===== config.mk =====
export PLATFORM = sky130hd
export DESIGN_NAME = cost_bounded_lru_cache_core_flat
export DESIGN_NICKNAME = d
export VERILOG_FILES = /design/src/rtl/core/cblru_pkg.sv /design/src/rtl/core/cblru_chan_if.sv /design/src/rtl/core/cost_bounded_lru_cache_core.sv /design/src/rtl/core/cblru_ctrl.sv /design/src/rtl/core/cblru_dp.sv /design/src/flat_wrapper.sv
export SDC_FILE = /design/constraint.sdc
export NUM_CORES = 2
export LEC_CHECK = 0
export BUFFER_PORTS_ARGS = -buffer_cell sky130_fd_sc_hd__clkbuf_2
export CORE_AREA = 5 5 370 299
export CTS_BUF_LIST = sky130_fd_sc_hd__clkbuf_16
export CTS_CLUSTER_SIZE = 20
export DETAILED_ROUTE_END_ITERATION = 10
export DIE_AREA = 0 0 375 304
export PLACE_DENSITY = 0.67
export SYNTH_ARGS = -nofsm -noshare
export SYNTH_HDL_FRONTEND = slang
export SYNTH_SLANG_ARGS = --single-unit

===== constraint.sdc =====
create_clock -name clk -period 14.1 [get_ports clk]
set_input_delay 0.705 -clock clk [delete_from_list [all_inputs] [get_ports clk]]
set_output_delay 0.705 -clock clk [all_outputs]
set_load 0.005 [all_outputs]

===== src/rtl/core/cblru_pkg.sv =====
// Shared types and constants for the size-aware LRU cache core.
`timescale 1ns / 1ps
package cblru_pkg;

  localparam int SIZE_W   = 31;
  localparam int TOTAL_W  = 35;
  localparam int BUDGET_W = 32;
  localparam int KIND_W   = 2;

  localparam logic [BUDGET_W-1:0] BUDGET_RESET = 32'd1000;

  localparam logic CMD_USE    = 1'b0;
  localparam logic CMD_REMOVE = 1'b1;

  localparam logic [KIND_W-1:0] KIND_BUDGET = 2'd0;
  localparam logic [KIND_W-1:0] KIND_FORCED = 2'd1;
  localparam logic [KIND_W-1:0] KIND_DONE   = 2'd2;

  // Commands from the controller to the datapath.
  typedef struct packed {
    logic              take_req;
    logic              inc_idx;
    logic              tail_sel;
    logic              unlink;
    logic              evict_tail;
    logic              insert;
    logic              load_out;
    logic [KIND_W-1:0] out_kind;
    logic              out_last;
  } dp_cmd_t;

  // Status from the datapath to the controller.
  typedef struct packed {
    logic is_remove;
    logic hit;
    logic at_end;
    logic full;
    logic more;
  } dp_stat_t;

endpackage


===== src/rtl/core/cblru_chan_if.sv =====
// Channel interfaces for requests, results and the budget register write.
`timescale 1ns / 1ps
interface cblru_req_if #(parameter int ID_W = 16);
  logic            valid;
  logic            ready;
  logic            command;
  logic [ID_W-1:0] object_id;
  logic [30:0]     object_size;
  modport source (output valid, command, object_id, object_size, input ready);
  modport sink   (input valid, command, object_id, object_size, output ready);
endinterface

interface cblru_res_if #(parameter int ID_W = 16);
  logic            valid;
  logic            ready;
  logic [1:0]      kind;
  logic [ID_W-1:0] evicted_id;
  logic [34:0]     total_cost;
  logic [31:0]     budget;
  logic            last;
  modport source (output valid, kind, evicted_id, total_cost, budget, last, input ready);
  modport sink   (input valid, kind, evicted_id, total_cost, budget, last, output ready);
endinterface

interface cblru_cfg_if;
  logic        valid;
  logic        ready;
  logic [31:0] budget_setting;
  modport source (output valid, budget_setting, input ready);
  modport sink   (input valid, budget_setting, output ready);
endinterface


===== src/rtl/core/cost_bounded_lru_cache_core.sv =====
// Top level of the size-aware LRU cache core: controller plus datapath.
// Requests are handled one at a time: a new one is accepted only once the last result of the
//   previous one has been taken. Processing time is set by the serial list search and the tail
//   eviction walk.
// Reset: synchronous active-low; clears the list count and total, budget becomes 1000.
`timescale 1ns / 1ps
module cost_bounded_lru_cache_core #(
  parameter int CAPACITY = 16,
  parameter int ID_BITS  = 16
) (
  input logic        clk,
  input logic        rst_n,
  cblru_req_if.sink  in_if,
  cblru_res_if.source out_if,
  cblru_cfg_if.sink  cfg_if
);
  import cblru_pkg::*;

  dp_cmd_t  cmd;
  dp_stat_t stat;

  // The budget register may be written at any time the core is idle, so the
  // configuration channel is always ready.
  assign cfg_if.ready = 1'b1;

  // The controller walks each transaction through search and unlink; a use then
  // goes on to an optional forced eviction when the list is full, insertion at
  // the front, and the budget eviction loop. Each result is staged in an output
  // register and held until the sink takes it.
  cblru_ctrl u_ctrl (
    .clk       (clk),
    .rst_n     (rst_n),
    .in_valid  (in_if.valid),
    .in_ready  (in_if.ready),
    .out_valid (out_if.valid),
    .out_ready (out_if.ready),
    .stat      (stat),
    .cmd       (cmd)
  );

  // The datapath holds the most-recent-first list in shifting registers,
  // the running total and the working budget.
  cblru_dp #(
    .CAPACITY (CAPACITY),
    .ID_BITS  (ID_BITS)
  ) u_dp (
    .clk         (clk),
    .rst_n       (rst_n),
    .cmd         (cmd),
    .stat        (stat),
    .req_command (in_if.command),
    .req_id      (in_if.object_id),
    .req_size    (in_if.object_size),
    .cfg_we      (cfg_if.valid),
    .cfg_budget  (cfg_if.budget_setting),
    .out_kind    (out_if.kind),
    .out_id      (out_if.evicted_id),
    .out_total   (out_if.total_cost),
    .out_budget  (out_if.budget),
    .out_last    (out_if.last)
  );

endmodule


===== src/rtl/core/cblru_ctrl.sv =====
// Controller state machine that sequences search, unlink, insert and eviction.
`timescale 1ns / 1ps
module cblru_ctrl (
  input  logic               clk,
  input  logic               rst_n,
  input  logic               in_valid,
  output logic               in_ready,
  output logic               out_valid,
  input  logic               out_ready,
  input  cblru_pkg::dp_stat_t stat,
  output cblru_pkg::dp_cmd_t  cmd
);
  import cblru_pkg::*;

  localparam logic [3:0] S_IDLE   = 4'd0;
  localparam logic [3:0] S_SEARCH = 4'd1;
  localparam logic [3:0] S_UNLINK = 4'd2;
  localparam logic [3:0] S_FULL   = 4'd3;
  localparam logic [3:0] S_INSERT = 4'd4;
  localparam logic [3:0] S_DECIDE = 4'd5;
  localparam logic [3:0] S_EVICT  = 4'd6;
  localparam logic [3:0] S_EVCHK  = 4'd7;
  localparam logic [3:0] S_RDONE  = 4'd8;
  localparam logic [3:0] S_OUT    = 4'd9;

  logic [3:0] state_r, state_nxt;
  logic       forced_r, forced_nxt;
  logic       cont_r, cont_nxt;

  always_comb begin
    state_nxt  = state_r;
    forced_nxt = forced_r;
    cont_nxt   = cont_r;
    cmd        = '0;
    in_ready   = 1'b0;
    out_valid  = 1'b0;
    case (state_r)
      S_IDLE: begin
        in_ready = 1'b1;
        if (in_valid) begin
          cmd.take_req = 1'b1;
          forced_nxt   = 1'b0;
          state_nxt    = S_SEARCH;
        end
      end
      S_SEARCH: begin
        if (stat.at_end) begin
          state_nxt = stat.is_remove ? S_RDONE : S_FULL;
        end else if (stat.hit) begin
          state_nxt = S_UNLINK;
        end else begin
          cmd.inc_idx = 1'b1;
        end
      end
      S_UNLINK: begin
        cmd.unlink = 1'b1;
        state_nxt  = stat.is_remove ? S_RDONE : S_FULL;
      end
      S_FULL: begin
        if (stat.full) begin
          cmd.tail_sel   = 1'b1;
          cmd.evict_tail = 1'b1;
          forced_nxt     = 1'b1;
        end
        state_nxt = S_INSERT;
      end
      S_INSERT: begin
        cmd.insert = 1'b1;
        state_nxt  = S_DECIDE;
      end
      S_DECIDE: begin
        if (forced_r) begin
          cmd.load_out = 1'b1;
          cmd.out_kind = KIND_FORCED;
          cmd.out_last = !stat.more;
          cont_nxt     = stat.more;
          state_nxt    = S_OUT;
        end else if (stat.more) begin
          state_nxt = S_EVICT;
        end else begin
          cmd.load_out = 1'b1;
          cmd.out_kind = KIND_DONE;
          cmd.out_last = 1'b1;
          cont_nxt     = 1'b0;
          state_nxt    = S_OUT;
        end
      end
      S_EVICT: begin
        cmd.tail_sel   = 1'b1;
        cmd.evict_tail = 1'b1;
        state_nxt      = S_EVCHK;
      end
      S_EVCHK: begin
        cmd.load_out = 1'b1;
        cmd.out_kind = KIND_BUDGET;
        cmd.out_last = !stat.more;
        cont_nxt     = stat.more;
        state_nxt    = S_OUT;
      end
      S_RDONE: begin
        cmd.load_out = 1'b1;
        cmd.out_kind = KIND_DONE;
        cmd.out_last = 1'b1;
        cont_nxt     = 1'b0;
        state_nxt    = S_OUT;
      end
      S_OUT: begin
        out_valid = 1'b1;
        if (out_ready) begin
          state_nxt = cont_r ? S_EVICT : S_IDLE;
        end
      end
      default: begin
        state_nxt = S_IDLE;
      end
    endcase
  end

  always_ff @(posedge clk) begin
    if (!rst_n) begin
      state_r  <= S_IDLE;
      forced_r <= 1'b0;
      cont_r   <= 1'b0;
    end else begin
      state_r  <= state_nxt;
      forced_r <= forced_nxt;
      cont_r   <= cont_nxt;
    end
  end

endmodule


===== src/rtl/core/cblru_dp.sv =====
// Datapath: the recency list, running total, working budget and result register.
`timescale 1ns / 1ps
module cblru_dp #(
  parameter int CAPACITY = 16,
  parameter int ID_BITS  = 16
) (
  input  logic                           clk,
  input  logic                           rst_n,
  input  cblru_pkg::dp_cmd_t             cmd,
  output cblru_pkg::dp_stat_t            stat,
  input  logic                           req_command,
  input  logic [ID_BITS-1:0]             req_id,
  input  logic [cblru_pkg::SIZE_W-1:0]   req_size,
  input  logic                           cfg_we,
  input  logic [cblru_pkg::BUDGET_W-1:0] cfg_budget,
  output logic [cblru_pkg::KIND_W-1:0]   out_kind,
  output logic [ID_BITS-1:0]             out_id,
  output logic [cblru_pkg::TOTAL_W-1:0]  out_total,
  output logic [cblru_pkg::BUDGET_W-1:0] out_budget,
  output logic                           out_last
);
  import cblru_pkg::*;

  localparam int CW = $clog2(CAPACITY + 1);
  localparam int IW = $clog2(CAPACITY);

  logic [ID_BITS-1:0]  ids_r   [CAPACITY];
  logic [SIZE_W-1:0]   sizes_r [CAPACITY];
  logic [CW-1:0]       count_r, idx_r;
  logic [TOTAL_W-1:0]  total_r, ev_total_r;
  logic [BUDGET_W-1:0] budget_r;
  logic                cmd_r;
  logic [ID_BITS-1:0]  id_r, ev_id_r;
  logic [SIZE_W-1:0]   size_r;
  logic [CW-1:0]       tail_pos;
  logic [IW-1:0]       rd_addr;
  logic [ID_BITS-1:0]  rd_id;
  logic [SIZE_W-1:0]   rd_size;
  logic [BUDGET_W-1:0] twice_size;

  assign tail_pos   = count_r - CW'(1);
  assign rd_addr    = cmd.tail_sel ? tail_pos[IW-1:0] : idx_r[IW-1:0];
  assign rd_id      = ids_r[rd_addr];
  assign rd_size    = sizes_r[rd_addr];
  assign twice_size = {size_r, 1'b0};

  assign stat.is_remove = (cmd_r == CMD_REMOVE);
  assign stat.hit       = (rd_id == id_r);
  assign stat.at_end    = (idx_r == count_r);
  assign stat.full      = (count_r == CW'(CAPACITY));
  assign stat.more      = (total_r > {{(TOTAL_W-BUDGET_W){1'b0}}, budget_r})
                          && (count_r > CW'(1));

  // List storage shifts in place; only entries below the count are ever read.
  always_ff @(posedge clk) begin
    if (cmd.unlink) begin
      for (int i = 0; i < CAPACITY - 1; i++) begin
        if (CW'(i) >= idx_r) begin
          ids_r[i]   <= ids_r[i+1];
          sizes_r[i] <= sizes_r[i+1];
        end
      end
    end else if (cmd.insert) begin
      for (int i = 1; i < CAPACITY; i++) begin
        ids_r[i]   <= ids_r[i-1];
        sizes_r[i] <= sizes_r[i-1];
      end
      ids_r[0]   <= id_r;
      sizes_r[0] <= size_r;
    end
  end

  always_ff @(posedge clk) begin
    if (!rst_n) begin
      count_r  <= '0;
      total_r  <= '0;
      budget_r <= BUDGET_RESET;
      idx_r    <= '0;
    end else begin
      if (cfg_we) begin
        budget_r <= cfg_budget;
      end
      if (cmd.take_req) begin
        idx_r <= '0;
      end else if (cmd.inc_idx) begin
        idx_r <= idx_r + CW'(1);
      end
      if (cmd.unlink || cmd.evict_tail) begin
        count_r <= count_r - CW'(1);
        total_r <= total_r - {{(TOTAL_W-SIZE_W){1'b0}}, rd_size};
      end else if (cmd.insert) begin
        count_r <= count_r + CW'(1);
        total_r <= total_r + {{(TOTAL_W-SIZE_W){1'b0}}, size_r};
        if (twice_size > budget_r) begin
          budget_r <= twice_size;
        end
      end
    end
  end

  always_ff @(posedge clk) begin
    if (cmd.take_req) begin
      cmd_r  <= req_command;
      id_r   <= req_id;
      size_r <= req_size;
    end
    if (cmd.evict_tail) begin
      ev_id_r    <= rd_id;
      ev_total_r <= total_r - {{(TOTAL_W-SIZE_W){1'b0}}, rd_size};
    end
    if (cmd.load_out) begin
      out_kind   <= cmd.out_kind;
      out_last   <= cmd.out_last;
      out_budget <= budget_r;
      if (cmd.out_kind == KIND_DONE) begin
        out_id    <= '0;
        out_total <= total_r;
      end else begin
        out_id    <= ev_id_r;
        out_total <= ev_total_r;
      end
    end
  end

endmodule

===== src/flat_wrapper.sv =====
// flat-port wrapper written by rule: the top's interface ports become plain ports
module cost_bounded_lru_cache_core_flat import cblru_pkg::*;
#(
  parameter int CAPACITY = 16,
  parameter int ID_BITS  = 16
)
  (clk, rst_n, in_if_valid, in_if_command, in_if_object_id, in_if_object_size, in_if_ready, out_if_valid, out_if_kind, out_if_evicted_id, out_if_total_cost, out_if_budget, out_if_last, out_if_ready, cfg_if_valid, cfg_if_budget_setting, cfg_if_ready);
  cblru_req_if in_if_i ();
  cblru_res_if out_if_i ();
  cblru_cfg_if cfg_if_i ();
  input logic clk;
  input logic rst_n;
  input wire logic [$bits(in_if_i.valid)-1:0] in_if_valid;
  input wire logic [$bits(in_if_i.command)-1:0] in_if_command;
  input wire logic [$bits(in_if_i.object_id)-1:0] in_if_object_id;
  input wire logic [$bits(in_if_i.object_size)-1:0] in_if_object_size;
  output wire logic [$bits(in_if_i.ready)-1:0] in_if_ready;
  output wire logic [$bits(out_if_i.valid)-1:0] out_if_valid;
  output wire logic [$bits(out_if_i.kind)-1:0] out_if_kind;
  output wire logic [$bits(out_if_i.evicted_id)-1:0] out_if_evicted_id;
  output wire logic [$bits(out_if_i.total_cost)-1:0] out_if_total_cost;
  output wire logic [$bits(out_if_i.budget)-1:0] out_if_budget;
  output wire logic [$bits(out_if_i.last)-1:0] out_if_last;
  input wire logic [$bits(out_if_i.ready)-1:0] out_if_ready;
  input wire logic [$bits(cfg_if_i.valid)-1:0] cfg_if_valid;
  input wire logic [$bits(cfg_if_i.budget_setting)-1:0] cfg_if_budget_setting;
  output wire logic [$bits(cfg_if_i.ready)-1:0] cfg_if_ready;
  assign in_if_i.valid = in_if_valid;
  assign in_if_i.command = in_if_command;
  assign in_if_i.object_id = in_if_object_id;
  assign in_if_i.object_size = in_if_object_size;
  assign in_if_ready = in_if_i.ready;
  assign out_if_valid = out_if_i.valid;
  assign out_if_kind = out_if_i.kind;
  assign out_if_evicted_id = out_if_i.evicted_id;
  assign out_if_total_cost = out_if_i.total_cost;
  assign out_if_budget = out_if_i.budget;
  assign out_if_last = out_if_i.last;
  assign out_if_i.ready = out_if_ready;
  assign cfg_if_i.valid = cfg_if_valid;
  assign cfg_if_i.budget_setting = cfg_if_budget_setting;
  assign cfg_if_ready = cfg_if_i.ready;
  cost_bounded_lru_cache_core #(.CAPACITY(CAPACITY), .ID_BITS(ID_BITS)) u_core (.clk(clk), .rst_n(rst_n), .in_if(in_if_i), .out_if(out_if_i), .cfg_if(cfg_if_i));
endmodule

==> Word level (Yosys, flattened, before mapping) <==
Memories as Yosys holds them, arrays and structs flattened.
Index checks and enable logic that the tools add are counted.
{ "word_totals": {"ff_bits": 268, "ramBits": 752, "input_bits": 85, "wordCells": 220, "mem_count": 2} }
{ "mem_list": {"columns": ["memory", "depth", "width", "rd", "rd_ports_with_merged_regs", "write_ports", "line_no", "text"], "rows": [
  ["u_core.u_dp.sizes_r", 16, 31, 17, 0, 16, "cblru_dp.sv:28", "logic [SIZE_W-1:0] sizes_r [CAPACITY];"],
  ["u_core.u_dp.ids_r", 16, 16, 17, 0, 16, "cblru_dp.sv:27", "logic [ID_BITS-1:0] ids_r [CAPACITY];"]
]} }
{ "classes": {"addsub": 5, "magnitude_cmp": 18, "n_eq_ne": 18, "mux": 117, "bitwise_logic": 31, "reduce_logical": 12} }
{ "op_table": {"columns": ["op", "n"], "rows": [
  ["31-bit 2-to-1 mux", 15],
  ["16-bit 2-to-1 mux", 15],
  ["32-bit 2-to-1 mux", 4],
  ["35-bit 2-to-1 mux", 3],
  ["1-bit 2-to-1 mux", 62],
  ["4-bit 2-to-1 mux", 10],
  ["4-bit case mux with 9 select lines", 1],
  ["35-bit by 31-bit adder with 35-bit output", 1],
  ["4-bit by 5-bit >= comparator with 1-bit output (first input constant)", 7],
  ["35-bit by 32-bit greater-than comparator with 1-bit output", 1],
  ["35-bit by 31-bit subtractor with 35-bit output", 1],
  ["32-bit greater-than comparator", 1],
  ["1-bit OR", 30],
  ["3-bit by 5-bit >= comparator with 1-bit output (first input constant)", 4],
  ["16-bit equality test", 1],
  ["4-bit by 3-bit equality test with 1-bit output (second input constant)", 4],
  ["4-bit case mux with 3 select lines", 1],
  ["5-bit by 1-bit adder with 5-bit output (second input constant)", 2],
  ["1-bit by 5-bit >= comparator with 1-bit output (first input constant)", 2],
  ["2-bit by 5-bit >= comparator with 1-bit output (first input constant)", 2],
  ["5-bit 2-to-1 mux", 2],
  ["4-bit by 2-bit equality test with 1-bit output (second input constant)", 2],
  ["4-bit equality test (second input constant)", 2],
  ["3-bit AND reduction", 2],
  ["22 further kinds", 26]
]} }

==> Depth between registers and ports, before layout <==
An unclocked memory read counts as a cell.
{ "depth": {"depth_word": 9, "mapped_depth": 30, "ltp_nobuf": 25} }

==> Modules after synthesis <==
Synthesis repeated with hierarchy kept, for this count alone.
{ "unflattened": {"cells_unflattened": 4466, "area_unflattened_um2": 52743.1} }
{ "by_module_without_submodules": {"columns": ["mod", "instances", "cells_each", "area_each_um2"], "rows": [
  ["cblru_dp", 1, 4394, 52172.5],
  ["cblru_ctrl", 1, 70, 559.3],
  ["cost_bounded_lru_cache_core", 1, 2, 11.3]
]} }

==> Worst setup path before layout <==
No wires, ideal clock.
{ "synth_path": {"path_type": "reg2reg", "from": "register u_core.u_dp.count_r[0]", "to": "register u_core.u_dp.ev_total_r[28] (data pin)", "setup_time_ps": 259, "t_arrival_ps": 6067, "required_ps": 13841, "slack_ps": 7773, "path_stages_with_launch": 30, "n_path_buf": 6, "synth_period_minus_slack_ps": 6327, "cell_sequence": "dfxtp_1 -> clkbuf_1 -> inv_1 -> ha_1 -> and4bb_4 -> a21oi_4 -> inv_6 -> mux2i_4 -> buf_6 -> buf_8 -> buf_6 -> clkbuf_1 -> buf_2 -> mux4_2 -> nand2_1 -> nand2_1 -> a21oi_1 -> fa_1 -> a21o_1 -> a21oi_1 -> o21a_1 -> or3b_2 -> a31oi_1 -> o211ai_1 -> a21boi_0 -> o21ai_0 -> a21boi_0 -> o21a_1 -> nor2_1 -> xnor2_1"} }
{ "synth_between": {"elab_chain_cells": 6, "elab_cells_between_ends": 7, "classes_between": "add/sub (2); eq/ne (1); mux (3); memory (1)"} }
{ "synth_rtl": {"columns": ["element", "line_no", "text"], "rows": [
  ["start: declaration", "cblru_dp.sv:29", "logic [CW-1:0] count_r, idx_r;"],
  ["start signal: assignment", "cblru_dp.sv:89", "count_r <= count_r - CW'(1);"],
  ["start signal: assignment", "cblru_dp.sv:92", "count_r <= count_r + CW'(1);"],
  ["5-bit equality test", "cblru_dp.sv:50", "assign stat.full = (count_r == CW'(CAPACITY));"],
  ["1-bit 2-to-1 mux", "cblru_ctrl.sv:60", "if (stat.full) begin"],
  ["1-bit case mux with 2 select lines", "cblru_ctrl.sv:37", "case (state_r)"],
  ["4-bit 2-to-1 mux *", "cblru_dp.sv:42", "assign rd_addr = cmd.tail_sel ? tail_pos[IW-1:0] : idx_r[IW-1:0];"],
  ["memory 16 x 31 bit *", null, null],
  ["35-bit by 31-bit subtractor with 35-bit output *", "cblru_dp.sv:109", "ev_total_r <= total_r - {{(TOTAL_W-SIZE_W){1'b0}}, rd_size};"],
  ["end signal: assignment", "cblru_dp.sv:109", null],
  ["end: declaration", "cblru_dp.sv:30", "logic [TOTAL_W-1:0] total_r, ev_total_r;"]
]} }
Every way passes the cells marked *; elsewhere a longest branch is shown, timed or not.
A chain may end at the register's enable or synchronous reset.

==> Worst setup path after layout <==
{ "layout_path": {"from": "register u_core.u_dp.count_r[0]", "to": "register u_core.u_dp.total_r[23]"} }
{ "layout_between": {"elab_chain_cells": 7, "elab_cells_between_ends": 10, "classes_between": "add/sub (2); eq/ne (1); mux (4); reduce/logical (2); memory (1)"} }
{ "layout_rtl": {"columns": ["element", "line_no", "text"], "rows": [
  ["5-bit equality test", "cblru_dp.sv:50", null],
  ["1-bit 2-to-1 mux", "cblru_ctrl.sv:60", null],
  ["1-bit case mux with 2 select lines", "cblru_ctrl.sv:37", null],
  ["4-bit 2-to-1 mux", "cblru_dp.sv:42", null],
  ["memory 16 x 31 bit", null, null],
  ["35-bit by 31-bit subtractor with 35-bit output", "cblru_dp.sv:90", "total_r <= total_r - {{(TOTAL_W-SIZE_W){1'b0}}, rd_size};"],
  ["35-bit 2-to-1 mux", "cblru_dp.sv:88", "if (cmd.unlink || cmd.evict_tail) begin"],
  ["end signal: assignment", "cblru_dp.sv:90", null],
  ["end signal: assignment", "cblru_dp.sv:93", "total_r <= total_r + {{(TOTAL_W-SIZE_W){1'b0}}, size_r};"],
  ["end: declaration", "cblru_dp.sv:30", null]
]} }
Several ways; a longest one is shown, not always the timed one.

==> summary.txt <==
Number of synthesis warnings -> 0
Die area -> 114,000 µm²
Largest family of logic cells by synthesized area -> simple AND/OR/NAND/NOR gates
Minimum clock period -> 8.04 ns
Initial antenna violation count -> 2
Mapped Nets -> 4,919
Root cell of the clock tree -> clkbuf_16
Avg Cell Area, Syn -> 11.2 µm²
I/O pin total -> 174
Cell Chain, Critical Path -> inv_1 -> ha_1 -> and4bb_4 -> a21oi_4 -> inv_6 -> mux2i_4 -> buf_12 -> buf_4 -> mux4_2 -> nand2_1 -> a21oi_1 -> a21oi_1 -> ha_1 -> a21oi_1 -> o21ai_0 -> or4_1 -> nor3b_1 -> o21ai_0 -> a31oi_1 -> o21ai_0 -> xor2_1 -> a221oi_1 -> o21ai_0 -> o21a_1
Register area share after synthesis -> 0.564
Post-synth EDFFs -> 937
Tcrit/Tclk final -> 0.570
CTS Buf Count -> 106
Pwr Density -> 169 nW/µm²
Synth top area share -> 0.533
Critical path fanouts, max -> 78
Fin. max-slew vios -> 0
Synth Cell Area -> 52,800 µm²
Core area -> 106,000 µm²
Largest net degree at the start of global routing -> 200
CP endpoint kind -> register
Critical Path RT -> 14.69 ns
Layout cell share with drive strength beyond 1 -> 0.177
Clock Skews -> 0.0279 ns
Hold Path Class -> input port to register
Cell accounting for the most synthesized area -> edfxtp_1
Total power draw -> 9.90 mW
Cts hold-fix bufs -> 0
Unrepaired setup endpoints after global routing -> false
Synth Area in XOR/XNOR -> 0.0153
Remaining DRCs -> 0
Area contributors post-synth -> edfxtp_1 (53%), nand2_1 (12%), mux2_2 (5.8%)
Mux share of post-synthesis cell area -> 0.134
Final hold vios -> 0
Ys async rst share -> 0
Worst hold margin -> 0.184 ns
CP max stage cell -> buf_4
Total GRT Usage -> 0.262
CP max stage delay -> 0.75 ns
Post-Synthesis Cells -> 4,700
Main flop type after synthesis -> edfxtp_1
Origin of the critical flop-to-flop path -> u_core.u_dp.count_r[0]
Final wirelength -> 154,000 µm
Layout Nets -> 4,991
DR pass1 iterations -> 6
Clock buffer depth -> 3
Via density -> 6.07
Worst Setup Start Kind -> register
Leakage -> 22.9 nW
Synth Area in Adders -> 0.0320
Slew headroom -> 0.212
H-tree lvl count -> 3
Cts repair resizes -> 0
Synth Area in Compound Gates -> 0.0717
WS Path Type -> register to register
Clock Pin Slew Worst Setup and Hold Paths -> 0.07 ns
Synth Register Bits -> 1,020
Placer congestion estimate -> 0.879
Placed Instances -> 6,081
Outcome -> finished clean
Chip Height -> 304 µm
ANT nets after route -> 0
Overflow after GRT -> 0
Final setup TNS -> 0 ns
HP Start -> in_if_object_id[1]
Via count -> 38,100
Netlist cell types -> 78
Worst Path Arrival -> 8.63 ns
TritonCTS clock tree -> done
Dpl hpwl -> 95,000 µm
Synth cell count leaders -> nand2_1 (1,726), edfxtp_1 (937), mux2_2 (273), clkbuf_1 (208), a21oi_1 (178)
Setup Viol. Count Final -> 0
Num rows -> 107
Fin cells -> 6,276
Fmax -> 124 MHz
Starting Density -> 0.497
CP most frequent cell -> o21ai_0
Clk_lat worst skew -> 0.69 ns
Port Buffers -> 172
Setup Buffers After CTS -> 0
Clk sinks -> 1,020
Number of global-route vias before repair -> 35,900
Die Span X -> 375 µm
Most numerous cell in the Yosys netlist -> nand2_1
Wire per inst -> 24.6 µm
Worst slew pin tran -> 1.17 ns
First-pass GRT wire length -> 229,000 µm
Simple-Gate Fraction of Synth Area -> 0.154
Max Cap Viol -> 0
Layout area overhead -> 10.7%
Crit path from -> u_core.u_dp.count_r[0]
Worst VDD drop -> 0.000102 V
Iter 0 DRT Violations -> 4,954
kinds of logic (layout without fill, tap and decap cells):
family / after synthesis / count (layout)
AOI/OAI and AO/OA: 556 / 556
other: 1 / 3
muxes: 503 / 503
adders and majority gates: 134 / 134
xor gates and xnor gates: 92 / 92
DFF: 1020 / 1020
buffers and inverters: 362 / 519
and+or+nand+nor: 2032 / 2032
stage by stage:
stage / instance area, µm² / worst slack [ns] / utilization
floorplan: 52800 / 7.77 / -
global placement: 55000 / 6.34 / 0.518
detailed placement: 55000 / 6.26 / 0.518
CTS: 58400 / 6.20 / 0.550
global route: 58400 / 5.53 / 0.550
finish: 58400 / 6.06 / 0.550
state kept, by name, indices dropped and copies added, names as in the netlist, 5 cells and up:
| register | cells |
|---|---|
| u_core.u_dp.ev_id_r | 16 |
| u_core.u_dp.sizes_r | 496 |
| u_core.u_dp.size_r | 31 |
| u_core.u_dp.ev_total_r | 35 |
| u_core.u_dp.count_r | 5 |
| u_core.u_dp.budget_r | 32 |
| u_core.u_dp.out_budget | 32 |
| u_core.u_dp.out_id | 16 |
| u_core.u_dp.total_r | 35 |
| u_core.u_dp.out_total | 35 |
| u_core.u_dp.idx_r | 5 |
| u_core.u_dp.ids_r | 256 |
| u_core.u_dp.id_r | 16 |
routing by layer:
| layer | wire [µm] | part of all wire | track usage |
|---|---|---|---|
| met1 | 66000 | 0.43 | 0.394 |
| met2 | 65900 | 0.43 | 0.378 |
| met5 | 1 | 0.0000065 | 0 |
| met3 | 19300 | 0.12 | 0.0753 |
| met4 | 3310 | 0.021 | 0.0604 |
power breakdown:
group          internal (mW)  switching, mW  leakage [nW]  total, mW
clock                   1.57           1.22          1.72       2.79
sequential              4.06          0.443          9.18       4.50
combinational          0.977           1.63          12.0       2.60
total                   6.60           3.29          22.9       9.90
final cells by class:
type	count	area, µm²
Timing Repair Buffer	237	1390
Fill cell	8925	47700
Inverter	89	354
Clock inverter	87	729
Clock buffer	106	2650
Tap cell	1417	1770
Antenna cell	2	5.00
Multi-Input combinational cell	3318	21700
Sequential cell	1020	29800
worst paths after layout:
path	to	slack [ns]	cells after the start
setup / recovery	u_core.u_dp.total_r[23]	6.06	24
hold / removal	u_core.u_dp.id_r[1]	0.18	1
setup reg to reg	u_core.u_dp.total_r[23]	6.06	24
hold reg to reg	u_core.u_dp.out_budget[18]	0.43	0
critical path, delay by kind of cell, from the launching register on:
kind / cells / cell delay [ns]
compound gates: 11 / 2.35
xor+xnor: 1 / 0.19
fa+ha+maj: 2 / 0.56
buf+inv: 4 / 2.07
flops: 1 / 0.41
mux: 2 / 0.96
simple gates: 4 / 1.26
layout by cell type, fill, tap and decap left out, drive strengths merged, types with 74 or more instances in the layout:
master	count
nand2	1726
o21ai	74
clkbuf	278
nor2	104
mux2	273
ha	132
mux4	134
mux2i	96
a21oi	181
inv	110
dfxtp	83
edfxtp	937
Power figures use the tool's default switching activity.
